==> src/hdl/scfw_pkg.sv <==
`default_nettype none
package scfw_pkg;

    localparam int NUM_TAPS_DEF     = 32;
    localparam int SAMPLE_WIDTH_DEF = 24;
    localparam int COEF_WIDTH_DEF   = 24;
    localparam int TABLE_LEN        = 32;
    localparam int COEF_INDEX_W     = 5;

    // item kinds carried on tuser
    localparam logic OP_SAMPLE = 1'b0;
    localparam logic OP_COEF   = 1'b1;

    // startup weights, Q2.22
    localparam logic signed [23:0] INIT_W_Q22 [TABLE_LEN] = '{
        24'sd2208001, -24'sd418259, -24'sd122778, -24'sd43724,
        -24'sd182155, -24'sd77937, -24'sd34273, -24'sd54116,
        -24'sd35439, 24'sd58213, -24'sd50319, 24'sd30673,
        24'sd15796, -24'sd6653, 24'sd18225, 24'sd15644,
        24'sd6783, 24'sd8616, 24'sd11389, -24'sd1451,
        -24'sd11882, 24'sd223, -24'sd9220, 24'sd6923,
        24'sd11550, 24'sd1940, -24'sd1629, -24'sd3318,
        -24'sd4242, -24'sd4245, -24'sd10298, 24'sd1083
    };

    typedef enum logic [2:0] {
        S_IDLE,
        S_MAC,
        S_DRAIN_A,
        S_DRAIN_B,
        S_DONE
    } t_state;

    typedef struct packed {
        logic load;     // latch a sample pair
        logic wr_coef;  // store one weight
        logic issue;    // one tap read this cycle
        logic first;    // tap zero
        logic finish;   // form the result and advance histories
    } t_cmd;

    typedef struct packed {
        logic out_busy; // result register full and not taken
    } t_stat;

    // startup weight of a tap, rescaled to cw bits and saturated
    function automatic logic signed [63:0] init_weight(input int idx, input int cw);
        logic signed [63:0] v;
        logic signed [63:0] hi;
        logic signed [63:0] lo;
        begin
            hi = (64'sd1 <<< (cw - 1)) - 64'sd1;
            lo = -hi - 64'sd1;
            if (idx >= TABLE_LEN) begin
                v = 64'sd0;
            end else begin
                v = 64'(INIT_W_Q22[idx]);
                if (cw >= 24) begin
                    v = v <<< (cw - 24);
                end else begin
                    v = (v + (64'sd1 <<< (23 - cw))) >>> (24 - cw);
                end
            end
            if (v > hi) begin
                v = hi;
            end else if (v < lo) begin
                v = lo;
            end
            return v;
        end
    endfunction

endpackage
`default_nettype wire

==> src/hdl/scfw_ctrl.sv <==
`default_nettype none
module scfw_ctrl
    import scfw_pkg::*;
#(
    parameter int NUM_TAPS = NUM_TAPS_DEF
) (
    input  wire logic                         i_clk,
    input  wire logic                         i_rst_n,
    input  wire logic                         i_in_valid,
    input  wire logic                         i_in_op,
    output logic                              o_in_ready,
    input  wire t_stat                        i_stat,
    output t_cmd                              o_cmd,
    output logic [$clog2(NUM_TAPS)-1:0]       o_rd_addr
);

    localparam int AW = $clog2(NUM_TAPS);
    localparam logic [AW-1:0] LAST_TAP = AW'(NUM_TAPS - 1);

    t_state r_state, n_state;
    logic [AW-1:0] r_cnt, n_cnt;

    always_ff @(posedge i_clk) begin
        if (!i_rst_n) begin
            r_state <= S_IDLE;
            r_cnt   <= '0;
        end else begin
            r_state <= n_state;
            r_cnt   <= n_cnt;
        end
    end

    // next state
    always_comb begin
        n_state = r_state;
        n_cnt   = r_cnt;
        case (r_state)
            S_IDLE: begin
                n_cnt = '0;
                if (i_in_valid && i_in_op == OP_SAMPLE) begin
                    n_state = S_MAC;
                end
            end
            S_MAC: begin
                if (r_cnt == LAST_TAP) begin
                    n_state = S_DRAIN_A;
                    n_cnt   = '0;
                end else begin
                    n_cnt = r_cnt + 1'b1;
                end
            end
            S_DRAIN_A: n_state = S_DRAIN_B;
            S_DRAIN_B: n_state = S_DONE;
            S_DONE: begin
                if (!i_stat.out_busy) begin
                    n_state = S_IDLE;
                end
            end
            default: n_state = S_IDLE;
        endcase
    end

    // outputs
    always_comb begin
        o_in_ready     = 1'b0;
        o_cmd          = '0;
        case (r_state)
            S_IDLE: begin
                o_in_ready     = 1'b1;
                o_cmd.load     = i_in_valid && i_in_op == OP_SAMPLE;
                o_cmd.wr_coef  = i_in_valid && i_in_op == OP_COEF;
            end
            S_MAC: begin
                o_cmd.issue = 1'b1;
                o_cmd.first = r_cnt == '0;
            end
            S_DONE: o_cmd.finish = !i_stat.out_busy;
            default: o_cmd = '0;
        endcase
    end

    assign o_rd_addr = r_cnt;

endmodule
`default_nettype wire

==> src/hdl/scfw_dp.sv <==
`default_nettype none
module scfw_dp
    import scfw_pkg::*;
#(
    parameter int NUM_TAPS     = NUM_TAPS_DEF,
    parameter int SAMPLE_WIDTH = SAMPLE_WIDTH_DEF,
    parameter int COEF_WIDTH   = COEF_WIDTH_DEF
) (
    input  wire logic                            i_clk,
    input  wire logic                            i_rst_n,
    input  wire t_cmd                            i_cmd,
    input  wire logic [$clog2(NUM_TAPS)-1:0]     i_rd_addr,
    output t_stat                                o_stat,
    input  wire logic                            i_cfg_valid,
    input  wire logic                            i_cfg_data,
    input  wire logic signed [SAMPLE_WIDTH-1:0]  i_left_sample,
    input  wire logic signed [SAMPLE_WIDTH-1:0]  i_right_sample,
    input  wire logic [COEF_INDEX_W-1:0]         i_coef_index,
    input  wire logic signed [COEF_WIDTH-1:0]    i_coef_value,
    output logic                                 o_out_valid,
    input  wire logic                            i_out_ready,
    output logic signed [SAMPLE_WIDTH-1:0]       o_out_left,
    output logic signed [SAMPLE_WIDTH-1:0]       o_out_right
);

    localparam int SW    = SAMPLE_WIDTH;
    localparam int CW    = COEF_WIDTH;
    localparam int AW    = $clog2(NUM_TAPS);
    localparam int PW    = SW + 1 + CW;
    localparam int ACC_RAW = SW + CW + 3 + $clog2(NUM_TAPS);
    localparam int ACC_W = (ACC_RAW > 64) ? 64 : ACC_RAW;
    localparam int HL    = NUM_TAPS - 1;

    localparam logic signed [SW+1:0] B_HI = {2'b00, {SW{1'b1}}};
    localparam logic signed [SW+1:0] B_LO = {2'b11, {SW{1'b0}}};
    localparam logic signed [ACC_W-1:0] RND = {{(ACC_W-1){1'b0}}, 1'b1} << (CW - 3);
    localparam logic signed [ACC_W-1:0] E_HI = {{(ACC_W-SW+1){1'b0}}, {(SW-1){1'b1}}};
    localparam logic signed [ACC_W-1:0] E_LO = {{(ACC_W-SW+1){1'b1}}, {(SW-1){1'b0}}};

    // weight store
    logic signed [CW-1:0] r_wmem [NUM_TAPS];
    logic [NUM_TAPS-1:0]  r_wvalid;
    logic signed [CW-1:0] r_rd_data;
    logic signed [CW-1:0] r_rd_init;
    logic                 r_rd_valid;

    // sample state
    logic                 r_enable;
    logic signed [SW-1:0] r_prev_right;
    logic signed [SW-1:0] r_left;
    logic signed [SW-1:0] r_right;
    logic signed [SW:0]   r_b;
    logic signed [SW:0]   r_hist [HL];

    // mac pipeline
    logic signed [SW:0]      r_opnd;
    logic                    r_s1_vld, r_s1_first;
    logic signed [PW-1:0]    r_prod;
    logic                    r_s2_vld, r_s2_first;
    logic signed [ACC_W-1:0] r_acc;

    logic signed [SW-1:0]    r_out_left, r_out_right;
    logic                    r_out_valid;

    logic signed [SW+1:0]    bsum;
    logic signed [SW:0]      bsat;
    logic signed [CW-1:0]    wsel;
    logic signed [SW+1:0]    lr;
    logic signed [ACC_W-1:0] err;
    logic signed [ACC_W-1:0] esh;
    logic signed [SW-1:0]    esat;
    logic                    coef_in_range;

    // blocking path: left + right - previous right, saturated
    always_comb begin
        bsum = (SW+2)'(i_left_sample) + (SW+2)'(i_right_sample) - (SW+2)'(r_prev_right);
        if (bsum > B_HI) begin
            bsat = B_HI[SW:0];
        end else if (bsum < B_LO) begin
            bsat = B_LO[SW:0];
        end else begin
            bsat = bsum[SW:0];
        end
    end

    assign coef_in_range = 32'(i_coef_index) < 32'(NUM_TAPS);

    always_ff @(posedge i_clk) begin
        if (i_cmd.wr_coef && coef_in_range) begin
            r_wmem[AW'(i_coef_index)] <= i_coef_value;
        end
        if (i_cmd.issue) begin
            r_rd_data <= r_wmem[i_rd_addr];
            r_rd_init <= CW'(init_weight(int'(i_rd_addr), CW));
        end
    end

    always_ff @(posedge i_clk) begin
        if (!i_rst_n) begin
            r_wvalid   <= '0;
            r_rd_valid <= 1'b0;
        end else begin
            if (i_cmd.wr_coef && coef_in_range) begin
                r_wvalid[AW'(i_coef_index)] <= 1'b1;
            end
            if (i_cmd.issue) begin
                r_rd_valid <= r_wvalid[i_rd_addr];
            end
        end
    end

    always_ff @(posedge i_clk) begin
        if (!i_rst_n) begin
            r_enable <= 1'b1;
        end else if (i_cfg_valid) begin
            r_enable <= i_cfg_data;
        end
    end

    always_ff @(posedge i_clk) begin
        if (i_cmd.load) begin
            r_left  <= i_left_sample;
            r_right <= i_right_sample;
            r_b     <= bsat;
        end
        if (i_cmd.issue) begin
            r_opnd <= i_cmd.first ? r_b : r_hist[0];
        end
    end

    // history is rotated once per tap read after tap zero, ending where it started
    always_ff @(posedge i_clk) begin
        if (!i_rst_n) begin
            r_prev_right <= '0;
            for (int i = 0; i < HL; i++) begin
                r_hist[i] <= '0;
            end
        end else if (i_cmd.finish) begin
            r_prev_right <= r_right;
            r_hist[0]    <= r_b;
            for (int i = 1; i < HL; i++) begin
                r_hist[i] <= r_hist[i-1];
            end
        end else if (i_cmd.issue && !i_cmd.first) begin
            for (int i = 0; i < HL - 1; i++) begin
                r_hist[i] <= r_hist[i+1];
            end
            r_hist[HL-1] <= r_hist[0];
        end
    end

    assign wsel = r_rd_valid ? r_rd_data : r_rd_init;

    always_ff @(posedge i_clk) begin
        if (!i_rst_n) begin
            r_s1_vld   <= 1'b0;
            r_s1_first <= 1'b0;
            r_s2_vld   <= 1'b0;
            r_s2_first <= 1'b0;
        end else begin
            r_s1_vld   <= i_cmd.issue;
            r_s1_first <= i_cmd.first;
            r_s2_vld   <= r_s1_vld;
            r_s2_first <= r_s1_first;
        end
    end

    always_ff @(posedge i_clk) begin
        if (r_s1_vld) begin
            r_prod <= wsel * r_opnd;
        end
        if (r_s2_vld) begin
            r_acc <= r_s2_first ? ACC_W'(r_prod) : r_acc + ACC_W'(r_prod);
        end
    end

    // error: reference minus filter output, rounded half up and saturated
    always_comb begin
        lr  = ((SW+2)'(r_left) <<< 1) + (SW+2)'(r_right);
        err = (ACC_W'(lr) <<< (CW - 3)) - r_acc + RND;
        esh = err >>> (CW - 2);
        if (esh > E_HI) begin
            esat = E_HI[SW-1:0];
        end else if (esh < E_LO) begin
            esat = E_LO[SW-1:0];
        end else begin
            esat = esh[SW-1:0];
        end
    end

    always_ff @(posedge i_clk) begin
        if (!i_rst_n) begin
            r_out_valid <= 1'b0;
        end else if (i_cmd.finish) begin
            r_out_valid <= 1'b1;
        end else if (i_out_ready) begin
            r_out_valid <= 1'b0;
        end
    end

    always_ff @(posedge i_clk) begin
        if (i_cmd.finish) begin
            r_out_left  <= r_enable ? esat : r_left;
            r_out_right <= r_enable ? esat : r_right;
        end
    end

    assign o_stat.out_busy = r_out_valid && !i_out_ready;
    assign o_out_valid     = r_out_valid;
    assign o_out_left      = r_out_left;
    assign o_out_right     = r_out_right;

endmodule
`default_nettype wire

==> src/hdl/sidelobe_canceller_fixed_weights_unit.sv <==
`default_nettype none
// two-microphone sidelobe canceller with a loadable weight store
// input stream: tuser is the item kind; a sample item carries a left/right pair,
//   a coefficient item writes one weight of the blocking-path fir (index past the
//   last tap is ignored) and produces no output
// output stream: one item per sample item, the canceller error on both channels,
//   or the input pair unchanged when the enable register is 0
// config channel: one-bit enable, always ready, write only while idle
// a sample item reaches the output register by one multiply-accumulate per tap over
//   a single multiplier fed by the weight memory, the drain states S_DRAIN_A and
//   S_DRAIN_B, and rounding and saturation registered in S_DONE once that register is free
// a coefficient item is taken in the idle state, which it does not leave; a new item is
//   accepted once the previous sample item has moved into the output register
// reset restores enable to 1, clears the sample histories and returns every
//   weight to its startup value
// when the receiver stalls the result waits in the output register and the next
//   sample item is accepted and computed, but not written out until it is taken
module sidelobe_canceller_fixed_weights_unit
    import scfw_pkg::*;
#(
    parameter int NUM_TAPS     = NUM_TAPS_DEF,
    parameter int SAMPLE_WIDTH = SAMPLE_WIDTH_DEF,
    parameter int COEF_WIDTH   = COEF_WIDTH_DEF
) (
    input  wire logic                  i_clk,
    input  wire logic                  i_rst_n,
    input  wire logic                  i_cfg_valid,
    output logic                       o_cfg_ready,
    input  wire logic                  i_cfg_data,
    input  wire logic                  i_s_axis_tvalid,
    output logic                       o_s_axis_tready,
    // left_sample, right_sample, coef_index, coef_value, zero pad
    input  wire logic [((2*SAMPLE_WIDTH+COEF_INDEX_W+COEF_WIDTH+7)/8)*8-1:0] i_s_axis_tdata,
    // operation
    input  wire logic                  i_s_axis_tuser,
    output logic                       o_m_axis_tvalid,
    input  wire logic                  i_m_axis_tready,
    // out_left, out_right, zero pad
    output logic [((2*SAMPLE_WIDTH+7)/8)*8-1:0] o_m_axis_tdata
);

    localparam int SW    = SAMPLE_WIDTH;
    localparam int CW    = COEF_WIDTH;
    localparam int AW    = $clog2(NUM_TAPS);
    localparam int IN_W  = 2*SW + COEF_INDEX_W + CW;
    localparam int OUT_TW = ((2*SW + 7) / 8) * 8;

    t_cmd            cmd;
    t_stat           stat;
    logic [AW-1:0]   rd_addr;
    logic signed [SW-1:0] out_left, out_right;

    scfw_ctrl #(
        .NUM_TAPS (NUM_TAPS)
    ) u_ctrl (
        .i_clk      (i_clk),
        .i_rst_n    (i_rst_n),
        .i_in_valid (i_s_axis_tvalid),
        .i_in_op    (i_s_axis_tuser),
        .o_in_ready (o_s_axis_tready),
        .i_stat     (stat),
        .o_cmd      (cmd),
        .o_rd_addr  (rd_addr)
    );

    scfw_dp #(
        .NUM_TAPS     (NUM_TAPS),
        .SAMPLE_WIDTH (SAMPLE_WIDTH),
        .COEF_WIDTH   (COEF_WIDTH)
    ) u_dp (
        .i_clk          (i_clk),
        .i_rst_n        (i_rst_n),
        .i_cmd          (cmd),
        .i_rd_addr      (rd_addr),
        .o_stat         (stat),
        .i_cfg_valid    (i_cfg_valid),
        .i_cfg_data     (i_cfg_data),
        .i_left_sample  (i_s_axis_tdata[SW-1:0]),
        .i_right_sample (i_s_axis_tdata[2*SW-1:SW]),
        .i_coef_index   (i_s_axis_tdata[2*SW+COEF_INDEX_W-1:2*SW]),
        .i_coef_value   (i_s_axis_tdata[IN_W-1:2*SW+COEF_INDEX_W]),
        .o_out_valid    (o_m_axis_tvalid),
        .i_out_ready    (i_m_axis_tready),
        .o_out_left     (out_left),
        .o_out_right    (out_right)
    );

    assign o_cfg_ready    = 1'b1;
    assign o_m_axis_tdata = OUT_TW'({out_right, out_left});

endmodule
`default_nettype wire

==> config.mk <==
export PLATFORM = sky130hd
export DESIGN_NAME = sidelobe_canceller_fixed_weights_unit
export DESIGN_NICKNAME = d
export VERILOG_FILES = /design/src/hdl/scfw_pkg.sv /design/src/hdl/scfw_ctrl.sv /design/src/hdl/scfw_dp.sv /design/src/hdl/sidelobe_canceller_fixed_weights_unit.sv
export SDC_FILE = /design/constraint.sdc
export NUM_CORES = 2
export LEC_CHECK = 0
export BUFFER_PORTS_ARGS = -buffer_cell sky130_fd_sc_hd__buf_2
export CAP_MARGIN = 40
export CORE_ASPECT_RATIO = 0.5
export CORE_MARGIN = 4
export CORE_UTILIZATION = 35
export CTS_BUF_LIST = sky130_fd_sc_hd__clkbuf_8
export CTS_CLUSTER_SIZE = 10
export DETAILED_ROUTE_END_ITERATION = 10
export PLACE_DENSITY = 0.54
export SKIP_LAST_GASP = 1
export SYNTH_ARGS = -nofsm -noshare
export SYNTH_HDL_FRONTEND = slang
export SYNTH_HIERARCHICAL = 1
export SYNTH_SLANG_ARGS = --single-unit
==> constraint.sdc <==
create_clock -name i_clk -period 19.8 [get_ports i_clk]
set_input_delay 2.97 -clock i_clk [delete_from_list [all_inputs] [get_ports i_clk]]
set_output_delay 2.97 -clock i_clk [all_outputs]
set_load 0.02 [all_outputs]
==> summary.txt <==
Synthesis
  – Mean Syn Cell Area: 13.9 sq um
  – Synth top cells by count: edfxtp_1, inv_1, a22o_1, fa_1, nand2_1
  – Post-synthesis sequential area ratio: 54.0%
  – Post-synth EDFFs: 1840
  – Synth Warn #: 6
  – Synth Instances: ~7.5k
  – Yosys top cell by area: edfxtp_1
  – Top-count cell post-synth: edfxtp_1
  – Register bit count reported by yosys: between 1.5k and 2k
  – Synthesized cell area: 0.105 sq mm
  – Post-Syn Nets: 8599
  – FFs w/ async S/R, synth: 0%
  – Ranking of synthesized cells by area: edfxtp_1, fa_1, a22o_1
  – Primary FF master, synth: edfxtp_1
  – Library cells used by synthesis: 94
  – Post-synth top area share: 52.7%

Clock tree
  – Post-CTS setup buffers: 0
  – Maximum clock path buffer count: 4
  – Worst-Skew Late Latency: 0.95 ns
  – H-tree levels: 5
  – Root Buffer: clkbuf_8
  – Post_cts resized: 0
  – CTS Hold Bufs: 0
  – TritonCTS buffer count: 292
  – CTS tree: yes
  – CTS sink cnt: 1911
  – Reg clk slew, reported paths: ~0.07 ns

Drt
  – Initial drt markers: roughly 5.2k
  – Vias: around 62k
  – Final ANT Viol Nets: 0
  – WL final: 264 mm
  – Routed wire per std cell: 22.1 um
  – Post-route DRC: 0
  – Routed vias/inst: roughly 5.2
  – Drt first pass iters: 5

Global route
  – GR Overflow Total: 0
  – Total track usage: about 17%
  – Initial antenna violation count: 39
  – Largest net degree at the start of global routing: about 220
  – Vias in the first global route: 63.8k
  – Global-route wire length before repair: 402 mm

Setup path
  – Flop-to-flop setup slack: ~11 ns
  – Worst reg2reg path endpoint: u_dp/r_prod[46]
  – CP required: 20.46 ns
  – Peak fanout along the critical path: 25
  – CP Class: flip-flop to flip-flop
  – Element type at the critical path end: flip-flop
  – Worst-case reg-to-reg path depth: 26
  – Critical path arrival: 9.48 ns
  – Start of the worst register-to-register path: u_dp/r_rd_valid
  – Crit start category: flip-flop

Timing
  – Pins Over Slew Limit: 0
  – Hold Vio Cnt, Final: 0
  – Setup TNS: 0 ns
  – Final setup viols: 0
  – Hold Slack: 0.414 ns
  – Final clock period utilization by the worst path: 44.5%
  – Worst-Margin Slew: 1.14 ns
  – Max_slew headroom: approximately a quarter
  – Fmax: 0.113 GHz
  – Min Tclk post-route: around 8.8 ns
  – Clock Skew: 0.0797 ns
  – RSZ-0062 raised after global routing: false

Placement
  – Dpl cells: 11.4k
  – IO buf count: 133
  – DP HPWL: between 150 and 200 mm
  – GPL Wtd Cong: 0.860

Floorplanning
  – Ports: 138
  – Core area: slightly below 0.3 sq mm
  – Die Ht: 395 um
  – Full die area: around 0.31 sq mm
  – Site row count: 141
  – Starting Density: 35.4%
  – Die width: about 780 um

Min path
  – Hold_sp: u_dp/r_s1_first
  – End of the worst hold path: u_dp/r_s2_first
  – Hold depth: 1
  – Min-delay worst type: flip-flop to flip-flop

Cells and area
  – Non-Filler Instances: 11.9k
  – Final Core Density: around 40%
  – Fillers: approximately 28k
  – Nets: 8747
  – Share of cells above drive strength 1: 13.0%
  – Area growth from synthesis to layout: 10.6%

Run
  – Max Cap Viol: 0

Run status
  – Status: complete, no violations
## sequential cells by signal, summed over array words and instances, names as in the netlist, 3 cells and up
register,cells
u_dp/r_hist,775
u_dp/r_wmem,768
u_dp/r_acc,56
u_dp/r_prod,49
u_dp/r_wvalid,32
u_dp/r_b,25
u_dp/r_opnd,25
u_dp/o_out_left,24
u_dp/o_out_right,24
u_dp/r_left,24
u_dp/r_prev_right,24
u_dp/r_rd_data,24
u_dp/r_right,24
u_dp/r_rd_init,22
u_ctrl/o_rd_addr,5
u_ctrl/r_state,3
## area by class of cell
type | instances | area [sq um] | share of cell area, %
well taps | 4004 | 5010 | 4.32
repair buffers | 270 | 2100 | 1.81
clock inverters | 200 | 1100 | 0.944
multi-input cells | 4367 | 43700 | 37.6
clock buffers | 312 | 4290 | 3.70
flip-flops and latches | 1911 | 56700 | 48.8
inverters | 846 | 3180 | 2.74
diodes | 8 | 20.0 | 0.0172
## per-layer routing
metal	vias to the layer above	track usage, %	wire [um]
met5	-	0	55
met4	8	4.24	6340
met3	423	2.79	14500
met2	1676	25.9	119000
met1	32479	24.7	124000
li1	27811	-	-
## cell families after synthesis
family                   Yosys count  share of synthesized area (%)
buffers and inverters           1262                           4.59
flip-flops                      1911                           54.0
AO/OA/AOI/OAI                   1538                           11.1
multiplexers                     337                           6.28
XOR/XNOR                         166                           1.40
AND/OR/NAND/NOR                 1349                           6.24
adder cells (fa/ha/maj)          976                           16.3
other                              1                        0.00357
## worst max path at each step
stage | startpoint | to | slack (ns) | cells past startpoint
6_report | u_dp/r_rd_valid | u_dp/r_prod[46] | 10.98 | 26
5_1_grt | u_dp/r_rd_valid | u_dp/r_prod[47] | 10.59 | 28
4_1_cts | u_dp/r_rd_valid | u_dp/r_prod[47] | 10.92 | 28
3_5_place_dp | u_dp/r_rd_valid | u_dp/r_prod[47] | 10.86 | 28
3_3_place_gp | u_dp/r_rd_valid | u_dp/r_prod[47] | 10.93 | 28
2_1_floorplan | i_m_axis_tready | u_dp/r_hist[0][100] | 0.83 | 5
## critical path, cell delays in order (launching register included)
cell and delay [ns]:
dfxtp_1 0.33, buf_4 0.37, mux2_2 0.72, nand2_1 0.18, fa_1 0.57, inv_1 0.06, fa_1 0.52, inv_1 0.08
fa_1 0.52, fa_1 0.52, inv_1 0.05, fa_1 0.50, fa_1 0.51, inv_1 0.05, fa_1 0.48, inv_1 0.04
ha_1 0.40, and3_1 0.24, nor2b_1 0.21, o2111ai_1 0.22, and4_1 0.30, a211oi_1 0.49, o31ai_1 0.19, a31o_2 0.26
o21ai_0 0.38, mux2i_1 0.24, nand3_1 0.09
## through the flow
stage          setup slack, ns  instance area, sq um
2_1_floorplan            0.832                105000
6_report                 10.98                116000
5_1_grt                  10.59                116000
4_1_cts                  10.92                116000
3_5_place_dp             10.86                111000
3_3_place_gp             10.93                110000
## cells in the final DEF (no fill, tap or decap), drive strengths merged, types with 60 or more instances in the layout
cell    instances
edfxtp       1840
inv           953
a22o          777
fa            655
nand2         532
ha            317
clkbuf        312
buf           270
mux4          253
nor2          230
o21ai         202
nor2b         188
a21oi         166
and2          159
xnor2         105
a21o           90
clkinv         76
dfxtp          71
o21a           64
xor2           60
Power is not shown: default switching activity piles up to over one toggle a cycle in this logic, so the estimate is an artifact.
